--- src/design/cbe_pkg.sv ---
package cbe_pkg;

  // Field widths of the item and result beats.
  localparam int DATA_W   = 32;
  localparam int MODE_W   = 2;
  localparam int SLOT_W   = 6;
  localparam int COUNT_W  = 7;
  localparam int COORDS   = 6;
  localparam int FRAC_W   = 16;

  // Spline order and limits on the knot count.
  localparam int DEGREE        = 3;
  localparam int MIN_KNOTS     = 8;
  localparam int DEF_MAX_KNOTS = 64;
  localparam int VALUE_WIDTH   = 32;
  localparam int SAT_W         = (VALUE_WIDTH > DATA_W) ? DATA_W : VALUE_WIDTH;

  // Internal arithmetic widths.
  localparam int DIFF_W  = DATA_W + 1;
  localparam int NUM_W   = DIFF_W + FRAC_W;
  localparam int PROD_W  = DATA_W + DIFF_W;
  localparam int SUM_W   = PROD_W - FRAC_W + 1;
  localparam int ALPHA_LIM_LOG = 30;
  localparam int KREG_N  = 2 * DEGREE;
  localparam int CREG_N  = DEGREE + 1;

  typedef enum logic [MODE_W-1:0] {
    MODE_KNOT = 2'd0,
    MODE_CTRL = 2'd1,
    MODE_EVAL = 2'd2,
    MODE_NONE = 2'd3
  } mode_e;

  typedef enum logic [2:0] {
    ST_IDLE,
    ST_SCAN,
    ST_LOAD,
    ST_DIV,
    ST_WAIT,
    ST_BLEND,
    ST_OUT
  } state_e;

  typedef logic [COORDS-1:0][DATA_W-1:0] coord_row_t;

  // Saturates a wide sum to the signed range of SAT_W bits.
  function automatic logic [DATA_W-1:0] sat_value(logic signed [SUM_W-1:0] v);
    logic signed [SUM_W-1:0] hi;
    logic signed [SUM_W-1:0] lo;
    hi = (SUM_W'(1) <<< (SAT_W - 1)) - SUM_W'(1);
    lo = -hi - SUM_W'(1);
    if (v > hi) begin
      return DATA_W'(hi);
    end else if (v < lo) begin
      return DATA_W'(lo);
    end
    return DATA_W'(v);
  endfunction

endpackage

--- src/design/cbe_ram.sv ---
module cbe_ram #(
  parameter int DEPTH = cbe_pkg::DEF_MAX_KNOTS,
  parameter int WIDTH = cbe_pkg::DATA_W,
  parameter int AW    = $clog2(DEPTH)
) (
  input  logic             clk_i,
  input  logic             we_i,
  input  logic [AW-1:0]    waddr_i,
  input  logic [WIDTH-1:0] wdata_i,
  input  logic [AW-1:0]    raddr_i,
  output logic [WIDTH-1:0] rdata_o
);

  logic [WIDTH-1:0] mem [DEPTH];
  logic [WIDTH-1:0] rdata_q;

  // One write port and one registered read port.
  always_ff @(posedge clk_i) begin
    if (we_i) begin
      mem[waddr_i] <= wdata_i;
    end
    rdata_q <= mem[raddr_i];
  end

  assign rdata_o = rdata_q;

endmodule

--- config.mk ---
export PLATFORM = sky130hd
export DESIGN_NAME = cbe_ram
export DESIGN_NICKNAME = d
export VERILOG_FILES = /design/src/design/cbe_pkg.sv /design/src/design/cbe_ram.sv
export SDC_FILE = /design/constraint.sdc
export NUM_CORES = 2
export LEC_CHECK = 0
export BUFFER_PORTS_ARGS = -buffer_cell sky130_fd_sc_hd__clkbuf_2
export CAP_MARGIN = 15
export CORE_MARGIN = 2
export CORE_UTILIZATION = 45
export DETAILED_ROUTE_END_ITERATION = 12
export GPL_TIMING_DRIVEN = 0
export PLACE_DENSITY = 0.68
export SLEW_MARGIN = 30
export SYNTH_ARGS = -nofsm -noshare
export SYNTH_HDL_FRONTEND = slang
export SYNTH_SLANG_ARGS = --single-unit
--- constraint.sdc ---
create_clock -name clk_i -period 4.15 [get_ports clk_i]
set_input_delay 1.245 -clock clk_i [delete_from_list [all_inputs] [get_ports clk_i]]
set_output_delay 1.245 -clock clk_i [all_outputs]
set_load 0.03 [all_outputs]
-- After elaboration in Yosys (flattened, before gate mapping)
Memory sizes are Yosys's and may differ from the RTL's. A register that Yosys moved wholly into a read port is not among the register bits.
Index checks and enable logic that the tools add are counted.
- register bits after elaboration: 0
- memory bits (writable): 2048
- output and inout port bits: 32
- word-level logic and storage cells: 3
- memories: 1
- memory list (memory ; words ; bits a word ; read ports ; clocked after Yosys merged registers in ; wr ports ; RTL line ; text):
    mem ; 64 ; 32 ; 1 ; 1 ; 1 ; cbe_ram.sv:14 ; logic [WIDTH-1:0] mem [DEPTH];
- multiplexer cells: 2
- operators by type and width (cell ; count):
    two-way mux 1 bit ; 2

-- Logic depth before layout (Yosys ltp)
- depth after elaboration: 2
- mapped depth: 10

-- Worst setup path before layout
No wires, ideal clock.
- path kind: input port to flip-flop
- start point: input waddr_i[3]
- end point: memory mem[48][0] (netlist name), enable pin
- setup time: 0.461 ns
- arrival: 3.944 ns
- required time: 3.689 ns
- setup slack: -0.255 ns
- stages: 4
- buffers on the path: 1
- path through: clkbuf_1 > nor2b_1 > nand4b_1 > nor3_1
- RTL lines (item ; RTL line ; text):
    from (decl) ; cbe_ram.sv:8 ; input logic [AW-1:0] waddr_i,
    to (decl) ; cbe_ram.sv:14 ;
Straight into the memory's write port.

==> flow_summary.json <==
{
  "timing.max_cap.violations": 0,
  "die_height_um": 422,
  "peakVddDrop_mv": 0.313,
  "clock_insertion_delay_worst_skew_ns": 0.85,
  "core_region_area_um2": 174000,
  "dr_total_vias": 40422,
  "synth-seq-cells": 2080,
  "placementRows": 153,
  "synthesis.area_per_instance_um2": 23.6,
  "placement.io_buffers": 69,
  "cellPowerDensity_nw_per_um2": 471,
  "dp.final_hpwl_mm": 159,
  "grt_max_degree": 65,
  "critical_path_required_ns": 4.80,
  "htree_num_levels": 4,
  "critical-path-slowest-cell": "a21oi_1",
  "timing.final.setup_violations": 14,
  "grt_pass1_wl_mm": 327,
  "design.final.nets": 3799,
  "drive_above_1_share_pct": 31.6,
  "crit_path_frequent_cell": "buf_2",
  "synthesis.nets": 3370,
  "commonest_non_fill_non_tap_cell_in_the_layout": "edfxtp_1",
  "finalCritPeriodShare_pct": 108,
  "post_synthesis_to_final_layout_area_growth_pct": 18.1,
  "stage_delay_of_the_slowest_cell_on_the_critical_path_ns": 0.59,
  "critical_path.max_fanout": 10,
  "yosysSeqAreaShare_pct": 79.1,
  "commonest_non_fill_non_tap_cells_in_the_layout": "edfxtp_1 (2048), mux4_2 (544), clkbuf_16 (208)",
  "slew_violations": 0,
  "critPathCaptureType": "flop",
  "synth_cells": 3324,
  "gr-total-overflow": 0,
  "final.min_clock_period_ns": 4.46,
  "gp_routability_congestion": 0.878,
  "clk_pin_slew_ns": 0.06,
  "finalPower_uw": 43700,
  "final_core_utilization_pct": 53.4,
  "synth.yosys.warnings": 0,
  "failing_checks": "setup timing",
  "postRouteWirelength_mm": 241,
  "slew_margin_rel_pct": 25.6,
  "fin_setup_tns_ns": -1.44,
  "maxClockFrequency_ghz": 0.224,
  "outcome": "complete, but fails checks",
  "first_iter_violations": 7611,
  "wire_per_inst_um": 38.5,
  "design.portCount": 78,
  "clock_tree_root": "clkbuf_16",
  "syn_area_um2": 78500,
  "cts_made_buffers": 200,
  "crit_type": "in2reg",
  "die_x_um": 422,
  "post_cts_hold_buffer_count": 0,
  "layout_setup_ws_ns": -0.314,
  "starting_utilization_of_the_core_area_pct": 45.2,
  "tritoncts_clock_tree": "done",
  "grt_usage_pct": 27.0,
  "clock_tree.buffer_depth": 3,
  "grt_antenna_before_repair": 15,
  "via_count_of_the_first_global_routing_pass": 39552,
  "clkSinkCount": 2080,
  "path_cells": "clkbuf_1 > buf_2 > buf_2 > clkbuf_4 > buf_2 > mux2i_1 > a21oi_2 > a21oi_1 > nor2_1",
  "post_drt_via_cell_ratio": 6.46,
  "tightest_slew_ns": 1.12,
  "critical_path.startpoint_type": "input pin",
  "post_layout_nonfiller_instances": 6256,
  "finalHoldViolCount": 0,
  "dp_cells": 5874,
  "design.die.area_um2": 178000,
  "remaining_drc_errors": 0,
  "worst_ep_arrival_time_ns": 5.11,
  "fin_worst_skew_ns": 0.0337,
  "route.antenna.remaining_nets": 0,
  "timing.hold.worst.class": "in2reg",
  "total_leakage_power_uw": 0.0290,
  "synth_cell_type_count": 34,
  "drt-pass1-iter-count": 6,
  "rsz0062_at_grt": "no"
}
power by group:
| part | internal [uW] | switching, uW |
|---|---|---|
| clock network | 10000 | 7780 |
| logic | 827 | 1730 |
| registers | 23300 | 50.7 |
| total | 34100 | 9560 |
area by class of cell:
class	count	area, um2
Antenna cell	11	27.5
Clock buffer	261	5400
Timing Repair Buffer	227	4370
Buffer	182	938
Clock inverter	108	907
Sequential cell	2080	62100
Tap cell	2325	2910
Fill cell	12712	80900
Multi-Input combinational cell	1062	16000
metal layers:
| metal | vias up | GRT usage, % | wire, um |
|---|---|---|---|
| met1 | 21335 | 35.6 | 83900 |
| met3 | 607 | 8.06 | 32500 |
| met2 | 3304 | 41.3 | 111000 |
| met5 | - | 0.860 | 260 |
| li1 | 15168 | - | - |
| met4 | 8 | 12.6 | 12900 |
critical path, delay by kind of cell:
| kind | cells | cell delay, ns |
|---|---|---|
| compound gates | 2 | 0.82 |
| buf+inv | 5 | 2.30 |
| mux | 1 | 0.45 |
| simple gates | 1 | 0.27 |
repair_timing:
action | CTS | global route
endpoints found under the setup margin | 14 | 6
gates resized for setup | 22 | 6
setup buffers | 0 | 1
metrics by stage:
| step | instance area (um2) | worst slack (ns) | hold slack (ns) |
|---|---|---|---|
| 2_1_floorplan | 78500 | 0.253 | 0.663 |
| 3_3_place_gp | 81800 | -2.60 | 0.977 |
| 3_5_place_dp | 86300 | -1.39 | 0.969 |
| 4_1_cts | 92700 | -0.157 | 0.879 |
| 5_1_grt | 92700 | 0.00150 | 0.915 |
| 6_report | 92700 | -0.314 | 0.923 |
synthesized netlist by cell type:
cell type / instances / area [um2]
a21oi_1: 62 / 310
a22oi_1: 12 / 90.1
a311oi_1: 8 / 70.1
a31oi_1: 1 / 6.26
a41o_1: 4 / 40.0
and2_1: 2 / 12.5
and3_1: 4 / 25.0
buf_1: 21 / 78.8
buf_2: 57 / 285
buf_4: 25 / 188
buf_6: 5 / 56.3
clkbuf_1: 74 / 278
dfxtp_1: 32 / 641
edfxtp_1: 2048 / 61500
mux2i_1: 93 / 931
mux4_2: 544 / 12300
nand2_1: 26 / 97.6
nand2b_1: 8 / 50.1
nand3_1: 5 / 25.0
nand3b_1: 5 / 37.5
nand4_1: 2 / 12.5
nand4b_1: 1 / 8.76
nor2_1: 137 / 514
nor2b_1: 15 / 93.8
nor3_1: 7 / 35.0
o221ai_1: 27 / 236
o22ai_1: 84 / 526
o32ai_1: 4 / 35.0
or2_0: 1 / 6.26
or2_1: 1 / 6.26
or2_2: 1 / 6.26
or3_1: 3 / 18.8
or3b_1: 2 / 17.5
or3b_2: 3 / 26.3
kinds of logic (layout without fill, tap and decap cells):
family,Yosys count,after routing,synth area share [%]
AOI/OAI and AO/OA,202,202,1.67
and+or+nand+nor,223,223,1.27
muxes,637,637,16.8
buffers and inverters,182,778,1.13
DFF,2080,2080,79.1
other,0,11,0
worst paths after layout:
check,endpoint,cells after the start,startpoint,slack (ns)
worst max-delay path,rdata_o[15],9,raddr_i[2],-0.31
worst min-delay path,mem[9][16],1,wdata_i[16],0.92
worst max register to register,rdata_o[15],5,mem[43][15],1.61
worst min register to register,rdata_o[20],4,mem[12][20],1.01
flip-flops by register name (all words and copies together), names as in the netlist:
name / flops
mem: 2048
rdata_o: 32
Power figures use the tool's default switching activity.
