--- src/design/cbe_pkg.sv ---
package cbe_pkg;

  // Field widths of the item and result beats.
  localparam int DATA_W   = 32;
  localparam int MODE_W   = 2;
  localparam int SLOT_W   = 6;
  localparam int COUNT_W  = 7;
  localparam int COORDS   = 6;
  localparam int FRAC_W   = 16;

  // Spline order and limits on the knot count.
  localparam int DEGREE        = 3;
  localparam int MIN_KNOTS     = 8;
  localparam int DEF_MAX_KNOTS = 64;
  localparam int VALUE_WIDTH   = 32;
  localparam int SAT_W         = (VALUE_WIDTH > DATA_W) ? DATA_W : VALUE_WIDTH;

  // Internal arithmetic widths.
  localparam int DIFF_W  = DATA_W + 1;
  localparam int NUM_W   = DIFF_W + FRAC_W;
  localparam int PROD_W  = DATA_W + DIFF_W;
  localparam int SUM_W   = PROD_W - FRAC_W + 1;
  localparam int ALPHA_LIM_LOG = 30;
  localparam int KREG_N  = 2 * DEGREE;
  localparam int CREG_N  = DEGREE + 1;

  typedef enum logic [MODE_W-1:0] {
    MODE_KNOT = 2'd0,
    MODE_CTRL = 2'd1,
    MODE_EVAL = 2'd2,
    MODE_NONE = 2'd3
  } mode_e;

  typedef enum logic [2:0] {
    ST_IDLE,
    ST_SCAN,
    ST_LOAD,
    ST_DIV,
    ST_WAIT,
    ST_BLEND,
    ST_OUT
  } state_e;

  typedef logic [COORDS-1:0][DATA_W-1:0] coord_row_t;

  // Saturates a wide sum to the signed range of SAT_W bits.
  function automatic logic [DATA_W-1:0] sat_value(logic signed [SUM_W-1:0] v);
    logic signed [SUM_W-1:0] hi;
    logic signed [SUM_W-1:0] lo;
    hi = (SUM_W'(1) <<< (SAT_W - 1)) - SUM_W'(1);
    lo = -hi - SUM_W'(1);
    if (v > hi) begin
      return DATA_W'(hi);
    end else if (v < lo) begin
      return DATA_W'(lo);
    end
    return DATA_W'(v);
  endfunction

endpackage

--- src/design/cbe_blend.sv ---
module cbe_blend (
  input  logic                        clk_i,
  input  logic                        en_i,
  input  logic [cbe_pkg::DATA_W-1:0]  left_i,
  input  logic [cbe_pkg::DATA_W-1:0]  right_i,
  input  logic [cbe_pkg::DATA_W-1:0]  alpha_i,
  output logic [cbe_pkg::DATA_W-1:0]  result_o
);

  localparam int DW = cbe_pkg::DIFF_W;
  localparam int PW = cbe_pkg::PROD_W;
  localparam int SW = cbe_pkg::SUM_W;

  logic signed [DW-1:0] diff;
  logic signed [PW-1:0] prod_q;
  logic signed [SW-1:0] left_q;
  logic signed [PW-1:0] shifted;
  logic signed [SW-1:0] sum;

  assign diff = DW'($signed(right_i)) - DW'($signed(left_i));

  // Alpha times the difference, registered.
  always_ff @(posedge clk_i) begin
    if (en_i) begin
      prod_q <= PW'($signed(alpha_i)) * PW'(diff);
      left_q <= SW'($signed(left_i));
    end
  end

  // Floor of the registered Q16 product added to the left point, saturated.
  assign shifted  = prod_q >>> cbe_pkg::FRAC_W;
  assign sum      = left_q + SW'(shifted);
  assign result_o = cbe_pkg::sat_value(sum);

endmodule

--- config.mk ---
export PLATFORM = sky130hd
export DESIGN_NAME = cbe_blend
export DESIGN_NICKNAME = d
export VERILOG_FILES = /design/src/design/cbe_pkg.sv /design/src/design/cbe_blend.sv
export SDC_FILE = /design/constraint.sdc
export NUM_CORES = 2
export LEC_CHECK = 0
export BUFFER_PORTS_ARGS = -buffer_cell sky130_fd_sc_hd__buf_2
export CAP_MARGIN = 20
export CORE_MARGIN = 1.5
export CORE_UTILIZATION = 65
export CTS_CLUSTER_SIZE = 8
export DETAILED_ROUTE_END_ITERATION = 10
export PLACE_DENSITY = 0.83
export SYNTH_ARGS = -nofsm -noshare
export SYNTH_HDL_FRONTEND = slang
export SYNTH_SLANG_ARGS = --single-unit
--- constraint.sdc ---
create_clock -name clk_i -period 13.2 [get_ports clk_i]
set_input_delay 0.66 -clock clk_i [delete_from_list [all_inputs] [get_ports clk_i]]
set_output_delay 0.66 -clock clk_i [all_outputs]
set_load 0.02 [all_outputs]
# Yosys cells after proc, flatten, opt, wreduce, memory -nomap -nowiden
# Index checks and enable logic that the tools add are counted.
# word_totals
input_bits,98
elab_cells,12
register_bits,97
# classes
n_lt_le_gt_ge,2
add_sub_neg,2
n_mul,1
mux,5
# op_table
op,count
32-bit two-way mux,3
32-bit by 33-bit multiplier with 65-bit output,1
32-bit by 49-bit adder with 50-bit output,1
50-bit by 32-bit > comparator with 1-bit output (second input constant),1
50-bit by 32-bit < comparator with 1-bit output (second input constant),1
32-bit by 32-bit subtractor with 33-bit output,1
1-bit two-way mux,2

# Logic depth before layout (Yosys ltp)
# depth
depth_word,5
mapped_depth,42

# Least setup slack after synthesis
# Ideal clock, no wire load.
# synth_path
kind,input to register
start,in right_i[0] in the netlist's numbering
end,"reg prod_q[58], data pin"
required_time_ns,13.065
path_stages,37
setup_time_ns,0.135
slack_ns,2.568
arrival_time_ns,10.497
n_path_buf,2
cell_sequence,inv_1 -> ha_1 -> fa_1 -> nand2b_1 -> a21boi_0 -> o21ai_1 -> a211oi_1 -> o211ai_1 -> a21o_1 -> and3b_1 -> nor4_1 -> nor2_1 -> clkbuf_1 -> and2_1 -> ha_1 -> inv_1 -> fa_1 -> fa_1 -> inv_1 -> fa_1 -> inv_1 -> fa_1 -> fa_1 -> fa_1 -> fa_1 -> inv_1 -> ha_1 -> clkbuf_1 -> a21o_1 -> a21o_1 -> a21oi_1 -> o211ai_1 -> a211oi_1 -> a21boi_0 -> o21a_1 -> or4b_2 -> nand3_1
# synth_between
elab_chain_cells,2
# synth_rtl
element,line_no,text
"start, declared",cbe_blend.sv:5,"input logic [cbe_pkg::DATA_W-1:0] right_i,"
32-bit by 32-bit subtractor with 33-bit output,cbe_blend.sv:20,assign diff = DW'($signed(right_i)) - DW'($signed(left_i));
32-bit by 33-bit multiplier with 65-bit output,cbe_blend.sv:25,prod_q <= PW'($signed(alpha_i)) * PW'(diff);
"end signal, assigned",cbe_blend.sv:25,
"end, declared",cbe_blend.sv:15,logic signed [PW-1:0] prod_q;
# No other way between the ends.
# A chain may end at the register's enable or synchronous reset.

# Worst setup path in the final report
# layout_path
start,in left_i[0] in the netlist's numbering
end,"reg prod_q[58], data pin"
# layout_between
elab_chain_cells,2
# layout_rtl
element,line_no,text
"start, declared",cbe_blend.sv:4,"input logic [cbe_pkg::DATA_W-1:0] left_i,"
32-bit by 32-bit subtractor with 33-bit output,cbe_blend.sv:20,
32-bit by 33-bit multiplier with 65-bit output,cbe_blend.sv:25,
# No other way between the ends.

==> reports/qor.yml <==
yosys:
  seq_area_frac_synth_pct: 5.24
  synth_edf_count: 81
  ys_seq_elements: 81
  ys.flop_type: "edfxtp_1"
  synth_cell_type_count: 94
  ys_warn_count: 0
  synthArstFlopShare_pct: 0
  syn_avg_cell_area_um2: 9.09
  syn_area_mm2: 0.0464
  synth_fp_nets: 6583
  synthCells: 5109
place:
  hpwl_um: 99700
  finalWeightedCongestion: 0.985
  place_inst: 5963
  portBuffers: 129
timing:
  period_share_pct: 90.7
  timing.fmax_mhz: 83.6
  grt_setup_unrepaired: "false"
  tightest_slew_ns: 1.09
  drv_slew: 0
  tns_ns: 0
  holdWs_ns: 0.486
  setup_viol: 0
  hold_viol: 0
  min_period_ns: 11.97
  maxSlewHeadroom_pct: 26.7
global_route:
  gr-total-overflow: 0
  antenna_found_initial: 1
  grt_max_degree: 81
  grt_pass1_wl_um: 202000
  grt.total_usage_pct: 35.5
  grt_pass1_vias: 38400
finish:
  mostFrequentLayoutCells: "inv_1 (1172), fa_1 (1113), nand2_1 (682)"
  nFillCells: 5365
  final_util_pct: 68.4
  area_growth_pct: 3.66
  regArea_mm2: 0.00243
  multiInputGateArea_mm2: 0.0387
  fin_nets: 6508
  num_antenna_cells: 0
  finalNonFillerCells: 5979
  final_common_cell: "inv_1"
  layout-drive-gt1-share_pct: 6.91
setup_path:
  endpoint_kind: "register"
  slowest_stage: "fa_1"
  crit_arrival_ns: 12.19
  crit_path_frequent_cell: "fa_1"
  crit_type: "in2reg"
  required_ns: 13.43
  worstPathMaxFanout: 21
  slowest_delay_ns: 0.90
  cp-start-kind: "input port"
clock_network:
  ctsResizeCount: 0
  cts_sinks: 81
  cts_root_buf: "clkbuf_16"
  clockBufferDepth: 2
  cts_tree: "yes"
  postCtsSetupBuffers: 0
  cts_made_buffers: 9
  htreeDepth: 3
  cts_hold_buffers: 0
  clkTransAtPathRegs_ns: 0.07
routing:
  drtIter0Drc: 2912
  drt-total-wl_um: 125000
  avgRoutedWirePerCell_um: 20.9
  ant_nets: 0
  drt-pass1-iter-count: 6
  drc_errors: 0
  route.vias.total: 35500
  via_per_inst: 5.94
floorplanning:
  core-area_mm2: 0.0704
  num_rows: 97
  initial_core_util_pct: 66.0
  chipWidth_um: 270
  die_y_um: 270
  ioPinCount: 130
  die-area_mm2: 0.0731
flow_run:
  max-cap-violations: 0
min_path:
  timing.hold.worst_endpoint: "left_q[12]"
  min_path_cells: 1
  hold_start: "left_i[12]"
  worstHoldPathType: "in2reg"
status:
  status: "completed"
## routing by layer
| metal | wire length, µm | GRT usage [%] | share of wire, % | up-vias |
|---|---|---|---|---|
| met5 | 0 | 0 | 0 | - |
| met4 | 7000 | 16.7 | 5.6 | 0 |
| met3 | 10700 | 5.46 | 8.5 | 500 |
| met2 | 62100 | 61.2 | 50 | 1848 |
| met1 | 45500 | 44.1 | 36 | 18100 |
| li1 | - | - | - | 15100 |
## area by class of cell
cell class | instances | share of cell area [%]
Clock buffer | 9 | 0.468
Multi-Input combinational cell | 3578 | 80.4
Clock inverter | 7 | 0.146
Timing Repair Buffer | 192 | 2.37
Tap cell | 940 | 2.44
Sequential cell | 81 | 5.05
Inverter | 1172 | 9.14
## cells by family (layout without fill, tap and decap cells)
family                     count (synthesis)  after routing  share of synthesized area [%]
and+or+nand+nor                         1535           1535                           16.4
buffers and inverters                   1450           1380                           11.9
adders and majority gates               1376           1376                           55.1
AOI/OAI and AO/OA                        454            454                           6.92
xor gates and xnor gates                 113            113                           2.13
muxes                                    100            100                           2.28
DFF                                       81             81                           5.24
## per-stage QoR
stage / cell area (µm²) / setup WS, ns
after floorplan: 46400 / 2.57
after global placement: 47800 / 1.21
after global routing: 48100 / 0.747
after CTS: 48100 / 1.29
final: 48100 / 1.23
after detailed placement: 47800 / 0.972
## state kept, by name (all words and copies together) (netlist names)
register	flops
prod_q	49
left_q	32
## synthesized netlist by cell type, drive strengths merged, types with 20 or more instances
master,n,share of area [%]
and2,388,5.2
inv,1172,9.5
a21oi,127,1.4
o22ai,33,0.85
fa,1113,48
mux2i,54,1.2
nand2,683,5.5
mux2,46,1.1
clkbuf,258,2.1
buf,20,0.32
nand3,48,0.52
ha,263,7.1
nor2b,45,0.61
nand4,21,0.30
a31oi,21,0.28
and3,31,0.43
xor2,37,0.70
o21a,24,0.39
a21o,55,0.89
xnor2,76,1.4
nand2b,134,1.8
edfxtp,81,5.2
nor2,102,0.83
o21ai,67,0.73
nor3,40,0.43
## critical path, delay by kind of cell
kind / cells / cell delay, ns
fa+ha+maj: 11 / 5.48
simple gates: 7 / 1.94
compound gates: 12 / 2.95
buf+inv: 7 / 1.14
## how the worst max path moves through the flow
stage / startpoint / end / slack (ns)
floorplan: right_i[0] / prod_q[58] / 2.57
global placement: left_i[0] / prod_q[58] / 1.21
detailed placement: left_i[0] / prod_q[58] / 0.97
CTS: left_i[0] / prod_q[58] / 1.29
global route: left_i[0] / prod_q[58] / 0.75
finish: left_i[0] / prod_q[58] / 1.23
Power is left out: the tool's default activity adds up to more than one toggle a clock period on the data nets, which glitch-free logic cannot reach.
