$ cat config.mk
export PLATFORM = sky130hd
export DESIGN_NAME = cbe_div
export DESIGN_NICKNAME = d
export VERILOG_FILES = /design/src/design/cbe_pkg.sv /design/src/design/cbe_div.sv
export SDC_FILE = /design/constraint.sdc
export NUM_CORES = 1
export LEC_CHECK = 0
export BUFFER_PORTS_ARGS = -buffer_cell sky130_fd_sc_hd__buf_2
export CAP_MARGIN = 10
export CELL_PAD_IN_SITES_DETAIL_PLACEMENT = 0
export CELL_PAD_IN_SITES_GLOBAL_PLACEMENT = 1
export CORE_MARGIN = 5
export CORE_UTILIZATION = 34
export DETAILED_ROUTE_END_ITERATION = 8
export PLACE_DENSITY_LB_ADDON = 0.1
export SLEW_MARGIN = 10
export SYNTH_ARGS = -nofsm -noshare
export SYNTH_HDL_FRONTEND = slang
export SYNTH_SLANG_ARGS = --single-unit
$ cat constraint.sdc
create_clock -name clk_i -period 10.37 [get_ports clk_i]
set_input_delay 1.037 -clock clk_i [delete_from_list [all_inputs] [get_ports clk_i]]
set_output_delay 1.037 -clock clk_i [all_outputs]
set_load 0.005 [all_outputs]
$ cat src/design/cbe_pkg.sv
package cbe_pkg;

  // Field widths of the item and result beats.
  localparam int DATA_W   = 32;
  localparam int MODE_W   = 2;
  localparam int SLOT_W   = 6;
  localparam int COUNT_W  = 7;
  localparam int COORDS   = 6;
  localparam int FRAC_W   = 16;

  // Spline order and limits on the knot count.
  localparam int DEGREE        = 3;
  localparam int MIN_KNOTS     = 8;
  localparam int DEF_MAX_KNOTS = 64;
  localparam int VALUE_WIDTH   = 32;
  localparam int SAT_W         = (VALUE_WIDTH > DATA_W) ? DATA_W : VALUE_WIDTH;

  // Internal arithmetic widths.
  localparam int DIFF_W  = DATA_W + 1;
  localparam int NUM_W   = DIFF_W + FRAC_W;
  localparam int PROD_W  = DATA_W + DIFF_W;
  localparam int SUM_W   = PROD_W - FRAC_W + 1;
  localparam int ALPHA_LIM_LOG = 30;
  localparam int KREG_N  = 2 * DEGREE;
  localparam int CREG_N  = DEGREE + 1;

  typedef enum logic [MODE_W-1:0] {
    MODE_KNOT = 2'd0,
    MODE_CTRL = 2'd1,
    MODE_EVAL = 2'd2,
    MODE_NONE = 2'd3
  } mode_e;

  typedef enum logic [2:0] {
    ST_IDLE,
    ST_SCAN,
    ST_LOAD,
    ST_DIV,
    ST_WAIT,
    ST_BLEND,
    ST_OUT
  } state_e;

  typedef logic [COORDS-1:0][DATA_W-1:0] coord_row_t;

  // Saturates a wide sum to the signed range of SAT_W bits.
  function automatic logic [DATA_W-1:0] sat_value(logic signed [SUM_W-1:0] v);
    logic signed [SUM_W-1:0] hi;
    logic signed [SUM_W-1:0] lo;
    hi = (SUM_W'(1) <<< (SAT_W - 1)) - SUM_W'(1);
    lo = -hi - SUM_W'(1);
    if (v > hi) begin
      return DATA_W'(hi);
    end else if (v < lo) begin
      return DATA_W'(lo);
    end
    return DATA_W'(v);
  endfunction

endpackage

$ cat src/design/cbe_div.sv
module cbe_div (
  input  logic                              clk_i,
  input  logic                              rst_ni,
  input  logic                              start_i,
  input  logic signed [cbe_pkg::NUM_W-1:0]  num_i,
  input  logic signed [cbe_pkg::DIFF_W-1:0] den_i,
  output logic                              done_o,
  output logic [cbe_pkg::DATA_W-1:0]        quot_o
);

  localparam int NW = cbe_pkg::NUM_W;
  localparam int DW = cbe_pkg::DIFF_W;
  localparam int CW = $clog2(NW + 1);

  logic [NW-1:0] acc_q;
  logic [DW-1:0] rem_q;
  logic [DW-1:0] dmag_q;
  logic [CW-1:0] cnt_q;
  logic          neg_q;
  logic          zero_q;
  logic          run_q;
  logic          done_q;

  logic [NW-1:0] nmag;
  logic [DW-1:0] dmag;
  logic [DW:0]   trial;
  logic          fits;
  logic [NW-1:0] qmag;
  logic [NW-1:0] lim;
  logic [cbe_pkg::DATA_W-1:0] qclamp;

  // Operand magnitudes; the most negative values map to their unsigned magnitude.
  assign nmag = num_i[NW-1] ? (~num_i + NW'(1)) : num_i;
  assign dmag = den_i[DW-1] ? (~den_i + DW'(1)) : den_i;

  // One restoring step: bring down the next dividend bit and try to subtract.
  assign trial = {rem_q, acc_q[NW-1]};
  assign fits  = trial >= {1'b0, dmag_q};

  always_ff @(posedge clk_i or negedge rst_ni) begin
    if (!rst_ni) begin
      run_q  <= 1'b0;
      done_q <= 1'b0;
      cnt_q  <= '0;
    end else begin
      // Done pulses for one cycle after the last quotient bit.
      done_q <= run_q && !start_i && (cnt_q == CW'(1));
      if (start_i) begin
        run_q <= 1'b1;
        cnt_q <= CW'(NW);
      end else if (run_q) begin
        cnt_q <= cnt_q - CW'(1);
        if (cnt_q == CW'(1)) begin
          run_q <= 1'b0;
        end
      end
    end
  end

  always_ff @(posedge clk_i) begin
    if (start_i) begin
      acc_q  <= nmag;
      rem_q  <= '0;
      dmag_q <= dmag;
      neg_q  <= num_i[NW-1] ^ den_i[DW-1];
      zero_q <= (den_i == '0);
    end else if (run_q) begin
      acc_q <= {acc_q[NW-2:0], fits};
      rem_q <= fits ? DW'(trial - {1'b0, dmag_q}) : DW'(trial);
    end
  end

  // Clamp the quotient magnitude and restore the sign.
  assign qmag   = acc_q;
  assign lim    = NW'(1) << cbe_pkg::ALPHA_LIM_LOG;
  assign qclamp = (qmag > lim) ? cbe_pkg::DATA_W'(lim) : cbe_pkg::DATA_W'(qmag);

  always_comb begin
    if (zero_q) begin
      quot_o = '0;
    end else if (neg_q) begin
      quot_o = ~qclamp + cbe_pkg::DATA_W'(1);
    end else begin
      quot_o = qclamp;
    end
  end

  assign done_o = done_q;

endmodule

# Word level (Yosys, flattened, before mapping)
# Cells that the tools add are included.
# op_classes
n_addsub	5
order_cmp	2
n_eq_ne	1
n_mux	13
n_bitwise	4
n_reduce_logical	5
# op_table
operator	n
2-to-1 mux 49 bit	3
2-to-1 mux 32 bit	4
adder 49 x 2 -> 49 bit (second input constant)	1
> comparator 49 x 31 -> 1 bit (second input constant)	1
inverter 49 bit	1
>= comparator 34 x 33 -> 1 bit	1
adder 33 x 2 -> 33 bit (second input constant)	1
logical NOT 33 bit	1
2-to-1 mux 33 bit	1
inverter 33 bit	1
subtractor 33 bit	1
adder 32 x 1 -> 32 bit (second input constant)	1
inverter 32 bit	1
2-to-1 mux 6 bit	2
== test 6 x 1 -> 1 bit (second input constant)	1
subtractor 6 x 1 -> 6 bit (second input constant)	1
2-to-1 mux 1 bit	3
logical AND 1 bit	2
nonzero test 2 bit	1
logical NOT 1 bit	1
XOR 1 bit	1
# word_totals
regBits	125
out_inout_bits	33
elab_cells	39

# Longest topological paths before layout
# depth
ltp_word	6
ltp_mapped	15

# Worst setup path before layout
# OpenSTA, ideal clock, no wires.
# synth_path
kind	in2reg
startpoint	input num_i[15] (netlist name)
endpoint	register acc_q[42], data pin
t_arrival_ps	4431
required_ps	10100
path_slack_ps	5669
stages	11
n_path_buf	2
cell_sequence	or4_4 -> or4_4 -> or4_4 -> or4_4 -> buf_6 -> or4_4 -> buf_6 -> or4_4 -> o31ai_2 -> xor2_1 -> a21oi_1
# synth_between
elab_chain_cells	4
# synth_lines
element	line	source
from (decl)	cbe_div.sv:5	input logic signed [cbe_pkg::NUM_W-1:0] num_i,
inverter 49 bit	cbe_div.sv:33	assign nmag = num_i[NW-1] ? (~num_i + NW'(1)) : num_i;
adder 49 x 2 -> 49 bit	cbe_div.sv:33	
2-to-1 mux 49 bit	cbe_div.sv:33	
2-to-1 mux 49 bit	cbe_div.sv:61	if (start_i) begin
to (signal assigned)	cbe_div.sv:62	acc_q <= nmag;
to (signal assigned)	cbe_div.sv:68	acc_q <= {acc_q[NW-2:0], fits};
to (decl)	cbe_div.sv:15	logic [NW-1:0] acc_q;
# Every way passes these cells.
# A chain may end at the register's enable or synchronous reset.

# Worst setup path in the final report
# layout_path
startpoint	register acc_q[6]
endpoint	output quot_o[22] (netlist name)
# layout_between
elab_chain_cells	6
# layout_lines
element	line	source
> comparator 49 x 31 -> 1 bit	cbe_div.sv:76	assign qclamp = (qmag > lim) ? cbe_pkg::DATA_W'(lim) : cbe_pkg::DATA_W'(qmag);
2-to-1 mux 32 bit *	cbe_div.sv:76	
inverter 32 bit	cbe_div.sv:82	quot_o = ~qclamp + cbe_pkg::DATA_W'(1);
adder 32 x 1 -> 32 bit	cbe_div.sv:82	
2-to-1 mux 32 bit *	cbe_div.sv:81	end else if (neg_q) begin
2-to-1 mux 32 bit *	cbe_div.sv:79	if (zero_q) begin
to (decl)	cbe_div.sv:8	output logic [cbe_pkg::DATA_W-1:0] quot_o
# Mark *: on every way between the ends. The rest lies on a longest branch, timed or not.

==> reports/metrics.cfg <==
[power]
ir_drop_mv = 0.0884
cellPowerDensity_nw_per_um2 = 151
total_power_uw = 1640
p_leak_uw = 0.00435

[worst_setup_path]
cp_max_fo = 13
critPathCapture = quot_o[22]
cp_top_family = simple AND/OR/NAND/NOR gates
required_ns = 9.33
slowest_stage = nor4_1
cp-start-kind = flop
cp.arrival_ns = 4.59
r2r-end = rem_q[28]
r2r_start = acc_q[48]
reg2reg_setup_slack_ns = 6.81
max_stage_delay_ns = 0.71
path_depth = 14
rr_worst_depth = 12
worstPathCellList = or3_1 > nor4_1 > nand4b_1 > o21ai_0 > and2_1 > nand2_1 > ha_1 > nand3_1 > o21ai_0 > a21o_1 > o21ai_0 > o21ai_0 > a21oi_1 > buf_2
crit_top_cell = o21ai_0
endpoint_kind = output pin
startpoint = acc_q[6]
critPathBufInv = 1
crit_type = flop to output pin

[route]
antenna_left = 0
wl_per_cell_um = 15.6
via_count = 8079
first_iter_violations = 411
route.detailed.drc = 0
drt-total-wl_mm = 24.7
dr.pass1.iters = 5
avgViaCountPerCell = 5.10

[clock_tree]
clock_latency_ns = 0.42
cts.path.max_buffers = 2
path_clk_slew_ns = 0.06
cts_hold_buf = 0
cts_htree_levels = 4
clock-sinks = 125
cts_setup_buffers = 0
cts_tree = done
cts_root_buf = clkbuf_16
ctsResizeCount = 0
numCtsBuffers = 17

[sta]
slew_headroom = 0.279
tns_ns = 0
clock_skew_ns = 0.0117
tightestPinTransition_ns = 1.08
fin_crit_sh = 0.542
rsz0062_at_grt = no
fmax_ghz = 0.178
whs_ns = 0.462
drv_slew = 0
final_hold_viol_count = 0
finalSetupViolations = 0
fin_crit_ns = 5.62

[global_route]
grt_max_degree = 64
antenna_found_initial = 0
overflow = 0
grt_pass1_vias = 7803
grt_pass1_wl_mm = 40.2
track_usage = 0.157

[logic_synthesis]
synth_top_area_cell = edfxtp_1
synthFlopType = edfxtp_1
synthDistinctLibCells = 56
ys.warnings.count = 0
yosysSeqAreaShare = 0.359
yosys-top-cells-area = edfxtp_1, dfxtp_1, xor2_1, nor2_1, ha_1
syn_area_per_cell_um2 = 8.46
ys_async_sr_fraction = 0.0640
synth_edf_count = 84
synthCells = 1112
ys_ff_latch = 125
synth_common_cells = nor2_1, a21oi_1, edfxtp_1, o21ai_0, xor2_1
synthMostInstantiatedCell = nor2_1
synthesis.area_um2 = 9410
yosys.area.top_type_share = 0.268
synth_nets = 1237

[floorplan]
die_w_um = 176
io_pins = 118
rows = 61
core_area_um2 = 27600
die_h_um = 176
initial_core_util = 0.342
die_area_um2 = 31100

[cells_and_area]
nets = 1318
antenna_cells = 0
layout.cells.non_filler = 1584
fin_area_um2 = 10800
syn_to_final_growth_pct = 15.3
layout-drive-gt1-share = 0.147

[run]
drv_cap = 0

[placement]
dp.cells = 1552
place_congestion = 0.836
post_dp_cell_area_um2 = 10300
io_buffers = 117
dp_hpwl_mm = 18.5

[hold_path]
min_path_type = input port to asynchronous set/reset pin

[run_status]
outcome = completed

stage by stage:
stage / setup slack [ns] / utilization
floorplan: 5.67 / -
global placement: 5.29 / 0.373
detailed placement: 5.18 / 0.373
CTS: 4.72 / 0.394
global route: 4.23 / 0.394
finish: 4.75 / 0.394
layout by cell type, fill, tap and decap left out, types with 7 or more instances in the layout:
| cell | instances |
|---|---|
| a211oi_1 | 31 |
| a21o_1 | 13 |
| a21oi_1 | 93 |
| a31oi_1 | 9 |
| and2_1 | 7 |
| buf_2 | 116 |
| clkbuf_16 | 17 |
| dfrtp_1 | 7 |
| dfxtp_1 | 33 |
| edfxtp_1 | 84 |
| ha_1 | 39 |
| inv_1 | 52 |
| mux2i_1 | 21 |
| nand2_1 | 73 |
| nand2b_1 | 20 |
| nand3_1 | 26 |
| nand4_1 | 7 |
| nor2_1 | 142 |
| nor2b_1 | 7 |
| nor3_1 | 12 |
| nor4_1 | 11 |
| o211ai_1 | 9 |
| o21a_1 | 8 |
| o21ai_0 | 84 |
| o31ai_1 | 25 |
| o41ai_1 | 19 |
| or2_2 | 11 |
| or3_1 | 22 |
| or4_1 | 15 |
| xnor2_1 | 46 |
| xor2_1 | 74 |
routing by layer:
layer,GRT usage,vias to the layer above,wire length [um]
li1,-,4201,-
met1,0.216,3714,12400
met2,0.263,147,11200
met3,0.0221,17,843
met4,0.0380,0,256
met5,0,-,0
area by class of cell:
cell class	count	area, um^2
clock buffer	17	425
clock inverter	15	138
fill	2885	16700
inverter	53	199
multi-input combinational	874	5600
sequential	125	3380
tap	378	473
timing repair buffer	122	629
power by group:
group,internal [uW],switching (uW),total (uW)
Combinational,170,235,405
Clock,333,251,584
Sequential,601,50.3,651
cell families after synthesis:
kind of cell | Yosys count | synth area share
multiplexers | 22 | 0.0235
adder cells (fa/ha/maj) | 40 | 0.0540
XOR/XNOR | 120 | 0.112
AND/OR/NAND/NOR | 373 | 0.193
flip-flops | 125 | 0.359
buffers and inverters | 113 | 0.0469
AO/OA/AOI/OAI | 319 | 0.211
registers in the layout (all words and copies together), names as in the netlist:
register,count
neg_q,1
dmag_q,33
run_q,1
acc_q,49
cnt_q,6
done_o,1
rem_q,33
zero_q,1
worst reg2reg max path, stage by stage (launching register included):
cell and delay (ns):
edfxtp_1 0.41, inv_1 0.06, ha_1 0.22, fa_1 0.38
nor2b_1 0.22, o2111ai_1 0.15, a31oi_1 0.29, o211ai_1 0.21
a211oi_1 0.41, o31ai_4 0.11, buf_4 0.33, a2111oi_0 0.53
o31ai_1 0.10
worst min-delay path by stage:
stage,from,to
after global placement,rem_q[24],rem_q[24]
after detailed placement,rem_q[24],rem_q[24]
final,rst_ni,done_o
after global routing,rst_ni,done_o
after floorplan,rem_q[16],rem_q[16]
after CTS,rst_ni,done_o
(Power assumes the default switching activity.)
